**src/design/bth_pkg.sv**
```systemverilog
// Shared constants, datapath command and status types for the boundary tag allocator.
`timescale 1ns / 1ps
package bth_pkg;

	localparam int HEAP_BYTES_DEF = 8192;
	localparam int TAG_BITS       = 13;
	localparam int SIZE_W         = 14;
	localparam int OFF_W          = 13;

	typedef enum logic [4:0] {
		OP_NONE,
		OP_CLR,
		OP_LOAD,
		OP_A_RD,
		OP_A_EVAL,
		OP_SP1,
		OP_SP2,
		OP_SP3,
		OP_SP4,
		OP_WH1,
		OP_WH2,
		OP_F_RD0,
		OP_F_N,
		OP_W_TW,
		OP_W_BW,
		OP_F_RDA,
		OP_F_EA,
		OP_F_RDB,
		OP_F_EB,
		OP_FAIL
	} dp_op_t;

	typedef struct packed {
		dp_op_t op;
	} dp_cmd_t;

	typedef struct packed {
		logic clr_last;
		logic a_chk_ok;
		logic fit_split;
		logic fit_whole;
		logic tw_pos;
		logic bw_low;
		logic rd_pos;
	} dp_stat_t;

endpackage

```
**src/design/bth_ctrl.sv**
```systemverilog
// Controller: clear pass, first-fit walk, split, free and merge sequencing, handshakes.
`timescale 1ns / 1ps
module bth_ctrl import bth_pkg::*; (
	input  logic     clk,
	input  logic     arst_n,
	input  logic     req_valid,
	output logic     req_stall,
	input  logic     mode,
	output logic     rsp_valid,
	input  logic     rsp_stall,
	input  dp_stat_t stat,
	output dp_cmd_t  cmd
);

	typedef enum logic [22:0] {
		S_CLR   = 23'd1 << 0,
		S_IDLE  = 23'd1 << 1,
		S_A_CHK = 23'd1 << 2,
		S_A_EV  = 23'd1 << 3,
		S_SP1   = 23'd1 << 4,
		S_SP2   = 23'd1 << 5,
		S_SP3   = 23'd1 << 6,
		S_SP4   = 23'd1 << 7,
		S_WH1   = 23'd1 << 8,
		S_WH2   = 23'd1 << 9,
		S_F_RD0 = 23'd1 << 10,
		S_F_N   = 23'd1 << 11,
		S_F_W1  = 23'd1 << 12,
		S_F_W2  = 23'd1 << 13,
		S_F_RDA = 23'd1 << 14,
		S_F_EA  = 23'd1 << 15,
		S_F_W3  = 23'd1 << 16,
		S_F_W4  = 23'd1 << 17,
		S_F_CB  = 23'd1 << 18,
		S_F_EB  = 23'd1 << 19,
		S_F_W5  = 23'd1 << 20,
		S_F_W6  = 23'd1 << 21,
		S_DONE  = 23'd1 << 22
	} state_t;

	state_t state_q, state_d;
	logic rsp_valid_q;
	logic take;

	assign take      = rsp_valid_q && !rsp_stall;
	assign req_stall = !((state_q == S_IDLE) && (!rsp_valid_q || !rsp_stall));
	assign rsp_valid = rsp_valid_q;

	always_comb begin
		state_d = state_q;
		cmd.op  = OP_NONE;
		case (state_q)
			S_CLR: begin
				cmd.op = OP_CLR;
				if (stat.clr_last) state_d = S_IDLE;
			end
			S_IDLE: begin
				if (req_valid && !req_stall) begin
					cmd.op  = OP_LOAD;
					state_d = mode ? S_F_RD0 : S_A_CHK;
				end
			end
			S_A_CHK: begin
				if (stat.a_chk_ok) begin
					cmd.op  = OP_A_RD;
					state_d = S_A_EV;
				end else begin
					cmd.op  = OP_FAIL;
					state_d = S_DONE;
				end
			end
			S_A_EV: begin
				cmd.op = OP_A_EVAL;
				if (stat.fit_split)      state_d = S_SP1;
				else if (stat.fit_whole) state_d = S_WH1;
				else                     state_d = S_A_CHK;
			end
			S_SP1: begin
				cmd.op  = OP_SP1;
				state_d = S_SP2;
			end
			S_SP2: begin
				cmd.op  = OP_SP2;
				state_d = S_SP3;
			end
			S_SP3: begin
				cmd.op  = OP_SP3;
				state_d = S_SP4;
			end
			S_SP4: begin
				cmd.op  = OP_SP4;
				state_d = S_DONE;
			end
			S_WH1: begin
				cmd.op  = OP_WH1;
				state_d = S_WH2;
			end
			S_WH2: begin
				cmd.op  = OP_WH2;
				state_d = S_DONE;
			end
			S_F_RD0: begin
				cmd.op  = OP_F_RD0;
				state_d = S_F_N;
			end
			S_F_N: begin
				cmd.op  = OP_F_N;
				state_d = S_F_W1;
			end
			S_F_W1: begin
				cmd.op  = OP_W_TW;
				state_d = S_F_W2;
			end
			S_F_W2: begin
				cmd.op  = OP_W_BW;
				state_d = stat.tw_pos ? S_F_RDA : S_F_CB;
			end
			S_F_RDA: begin
				cmd.op  = OP_F_RDA;
				state_d = S_F_EA;
			end
			S_F_EA: begin
				cmd.op  = OP_F_EA;
				state_d = stat.rd_pos ? S_F_W3 : S_F_CB;
			end
			S_F_W3: begin
				cmd.op  = OP_W_TW;
				state_d = S_F_W4;
			end
			S_F_W4: begin
				cmd.op  = OP_W_BW;
				state_d = S_F_CB;
			end
			S_F_CB: begin
				if (stat.bw_low) begin
					cmd.op  = OP_F_RDB;
					state_d = S_F_EB;
				end else begin
					state_d = S_DONE;
				end
			end
			S_F_EB: begin
				cmd.op  = OP_F_EB;
				state_d = stat.rd_pos ? S_F_W5 : S_DONE;
			end
			S_F_W5: begin
				cmd.op  = OP_W_TW;
				state_d = S_F_W6;
			end
			S_F_W6: begin
				cmd.op  = OP_W_BW;
				state_d = S_DONE;
			end
			S_DONE: begin
				state_d = S_IDLE;
			end
			default: begin
				state_d = S_CLR;
			end
		endcase
	end

	always_ff @(posedge clk or negedge arst_n) begin
		if (!arst_n) begin
			state_q     <= S_CLR;
			rsp_valid_q <= 1'b0;
		end else begin
			state_q <= state_d;
			if (state_q == S_DONE) begin
				rsp_valid_q <= 1'b1;
			end else if (take) begin
				rsp_valid_q <= 1'b0;
			end
		end
	end

endmodule

```
**config.mk**
```make
export PLATFORM = sky130hd
export DESIGN_NAME = bth_ctrl
export DESIGN_NICKNAME = d
export VERILOG_FILES = /design/src/design/bth_pkg.sv /design/src/design/bth_ctrl.sv
export SDC_FILE = /design/constraint.sdc
export NUM_CORES = 1
export LEC_CHECK = 0
export ABC_AREA = 1
export BUFFER_PORTS_ARGS = -buffer_cell sky130_fd_sc_hd__buf_2
export CORE_MARGIN = 10
export CORE_UTILIZATION = 54
export CTS_BUF_LIST = sky130_fd_sc_hd__clkbuf_8 sky130_fd_sc_hd__clkbuf_16
export CTS_CLUSTER_SIZE = 40
export DETAILED_ROUTE_END_ITERATION = 10
export PLACE_DENSITY = 0.77
export SETUP_SLACK_MARGIN = 0.05
export SKIP_LAST_GASP = 1
export SYNTH_ARGS = -nofsm -noshare
export SYNTH_HDL_FRONTEND = slang
export SYNTH_SLANG_ARGS = --single-unit
export TNS_END_PERCENT = 20
```
**constraint.sdc**
```tcl
create_clock -name clk -period 4.7 [get_ports clk]
set_clock_uncertainty 0.05 [all_clocks]
set_input_delay 0.94 -clock clk [delete_from_list [all_inputs] [get_ports clk]]
set_output_delay 0.94 -clock clk [all_outputs]
set_load 0.05 [all_outputs]
```
==> qor.txt <==
Result of the run: finished, final reports clean
Leading register cell type out of synthesis: dfrtp_1
Register area share after synthesis: 0.365
Hold Path Cell Cnt: 3
Remaining routing DRC violations: 0
P&R area growth vs syn: 9.25%
Critical Path Most Common Cell: nand2_2
Final weighted congestion in routability-driven placement: 0.925
Number of global-route vias before repair: 1531
Routed wire length: 3.73 mm
Level count of the clock H-tree: 1
Routed wire per std cell: 12.9 µm
CP startpoint kind: flop
Compound-gate portion of the synthesized area: 0.0303
Final hold violation count: 0
Initial antenna violation count: 0
Congestion Overflow GR: 0
Slowest Stage Delay on Critical Path: 450 ps
Data arrival time of the critical path: 2240 ps
Dominant delay contributor by cell family on the critical path: simple AND/OR/NAND/NOR gates
Maximum number of pins on one net before global-route repair: 25
Detailed router's first-iteration violation count: 111
Post-synthesis instance area: 1650 µm²
Dominant combinational cell family by area after synthesis: simple AND/OR/NAND/NOR gates
Worst min-delay path endpoint: state_q[5]$_DFFE_PN0P_
Share of synthesized area spent on multiplexers: 0
Number of fill cells: 287
Peak supply drop: 0.000192 V
Worst Slack Setup Final: 1470 ps
Vias per cell: 5.18
WS Path Type: flop to output port
Cell accounting for the most synthesized area: dfrtp_1
Via count: 1503
Initial Util: 0.554
Leading cell types by count after synthesis: nor2_1 (52), nand3_1 (38), nand2_1 (35), inv_1 (33), dfrtp_1 (23)
Reg2Reg Launch Point: state_q[20]$_DFFE_PN0P_
Count of max-cap constraint violations: 0
Pwr dens: 369 nW/µm²
Number of gates given a new drive strength after cts: 0
Post-CTS Hold Buffers: 0
Final design instance area without fill: 1800 µm²
Die Footprint: 5670 µm²
Most frequently used cell type in the post-synthesis netlist: nor2_1
Die extent in y: 75.3 µm
Bufs and invs on worst path: 2
Leakage dissipation: 1.09 nW
Post-synthesis area per instance: 6.93 µm²
FF-to-FF End: state_q[1]$_DFFE_PN0P_
Number of buffers inserted to repair setup after CTS: 0
Row cnt: 20
Xor/xnor share of the synthesized area: 0
Crit path capture type: output port
Share of flip-flops with an asynchronous set or reset: 1.00
Critical-path top delay cell: dfrtp_1
Number of synthesized register bits: 24
Number of distinct standard cells referenced by the synthesized netlist: 29
Area of the placeable core: 2980 µm²
Data required time at the worst endpoint: 3710 ps
First-pass detailed-route iteration total: 4
Global-route usage over all layers: 0.146
Cells taking the most area after synthesis: dfrtp_1 (35%), nor2_1 (12%), nand3_1 (12%)
Count of input and output buffers: 18
Final setup fails: 0
Share of synthesized cell area in full adder, half adder and majority cells: 0
Basic-gate share of the synthesized area counting and, or, nand and nor cells: 0.502
Area of the multi-input gates: 878 µm²
Post-DRT Antenna Nets: 0
Worst Reg2Reg Path Length in Cells: 9
Sequence of cells on the critical path: nor2_2 -> nand2_2 -> nor2_4 -> nand2_2 -> inv_1 -> o21ai_0 -> nand4_1 -> buf_2
Pins Over Slew Limit: 0
Number of buffers inserted during clock tree synthesis: 3
Headroom to the max-slew limit: 0.637
Post-route minimum period: 3230 ps
TNS Setup: 0 ps
Transition time at the pin with the least slew margin: 544 ps
Width of the die: 75.3 µm
Hold_ws: 526 ps
Total cell area at the placement stage: 1750 µm²
Register-to-register setup slack: 2750 ps
Synth Warn #: 0
Maximum buffer depth of the clock tree: 2
Antenna cells: 0
Highest clock rate: 310 MHz
Area share of the largest cell type after synthesis: 0.349
Origin of the worst min-delay path: state_q[5]$_DFFE_PN0P_
Setup repair after global routing missed its margin: no
Gate Count Post-Synth: 238
Top-level I/O count: 19
Type of the most critical hold path: flop to flop
Setup slack after placement: 1820 ps
Fraction of layout instances using a drive strength above 1: 0.202
Post-DP HPWL: 3.03 mm
Net count, final: 270
Area taken by flip-flops and latches: 602 µm²
Clk root buf: clkbuf_8
Sinks on Clock Net: 24
Number of enable-type register cells in the synthesized netlist: 0
Critical Path Fanout Max: 14
Crit share post-route: 0.687
Wire length of the first global-routing pass: 6.51 mm
Syn Nets: 250
Clock slew seen by the registers of the worst setup and hold paths: 90 ps
Insertion delay to the later sink of the worst-skew pair: 270 ps
TritonCTS clock tree: built
## worst max path at each step
stage,slack [ps],depth (start not counted),start,end
3_5_place_dp,1820,8,state_q[6]$_DFFE_PN0P_,cmd[3]
6_report,1470,8,state_q[6]$_DFFE_PN0P_,cmd[3]
5_1_grt,1240,10,state_q[5]$_DFFE_PN0P_,cmd[1]
3_3_place_gp,1820,8,state_q[4]$_DFFE_PN0P_,cmd[3]
2_1_floorplan,1920,8,state_q[0]$_DFFE_PN1P_,cmd[3]
4_1_cts,1500,8,state_q[6]$_DFFE_PN0P_,cmd[3]
## per-stage QoR
step                      std cells   util  total power, mW
final                           290  0.605            0.666
after global routing            290  0.605            0.707
after CTS                       290  0.605            0.668
after detailed placement        286  0.587            0.527
after global placement          286  0.587            0.526
after floorplan                 238      -            0.479
## tightest hold or removal path, stage by stage (launching register included)
cell,delay (ps)
dfrtp_1,370
nor2_1,60
nand3_1,80
inv_1,40
## power breakdown
| part | switching (mW) | leakage (nW) | total (mW) | internal (mW) |
|---|---|---|---|---|
| Sequential | 0.00917 | 0.330 | 0.232 | 0.223 |
| Clock | 0.0688 | 0.0288 | 0.144 | 0.0749 |
| Combinational | 0.214 | 0.727 | 0.290 | 0.0767 |
| Total | 0.292 | 1.09 | 0.666 | 0.375 |
## cells in the final DEF, fill, tap and decap left out, drive strengths merged
master / n
clkinv: 1
or2: 3
nand3b: 2
a21oi: 2
buf: 18
nor2: 64
dfrtp: 23
inv: 34
nor3b: 1
nand4: 4
dfstp: 1
nand2: 45
o221ai: 1
o21ai: 5
clkbuf: 4
or4: 1
nor3: 5
o22ai: 1
nor4: 2
nand3: 40
## sequential cells by signal (all words and copies together), names as in the netlist
register   count
rsp_valid      1
state_q       23
## metal layers
| metal | GRT usage | up-vias | share of wire |
|---|---|---|---|
| li1 | - | 798 | - |
| met1 | 0.178 | 668 | 0.45 |
| met2 | 0.243 | 26 | 0.49 |
| met3 | 0.0290 | 11 | 0.039 |
| met4 | 0.0619 | 0 | 0.022 |
| met5 | 0 | - | 0 |
## cells by family after synthesis
logic type,count (synthesis)
AO/OA/AOI/OAI,9
flip-flops,24
buffers and inverters,38
AND/OR/NAND/NOR,167
## layout make-up
class / count / share of cell area
multi-input cells: 176 / 0.487
repair buffers: 18 / 0.0500
clock buffers: 4 / 0.0305
well taps: 33 / 0.0229
flip-flops and latches: 24 / 0.334
inverters: 35 / 0.0756
Note: power is estimated with default switching activity, not from simulation.
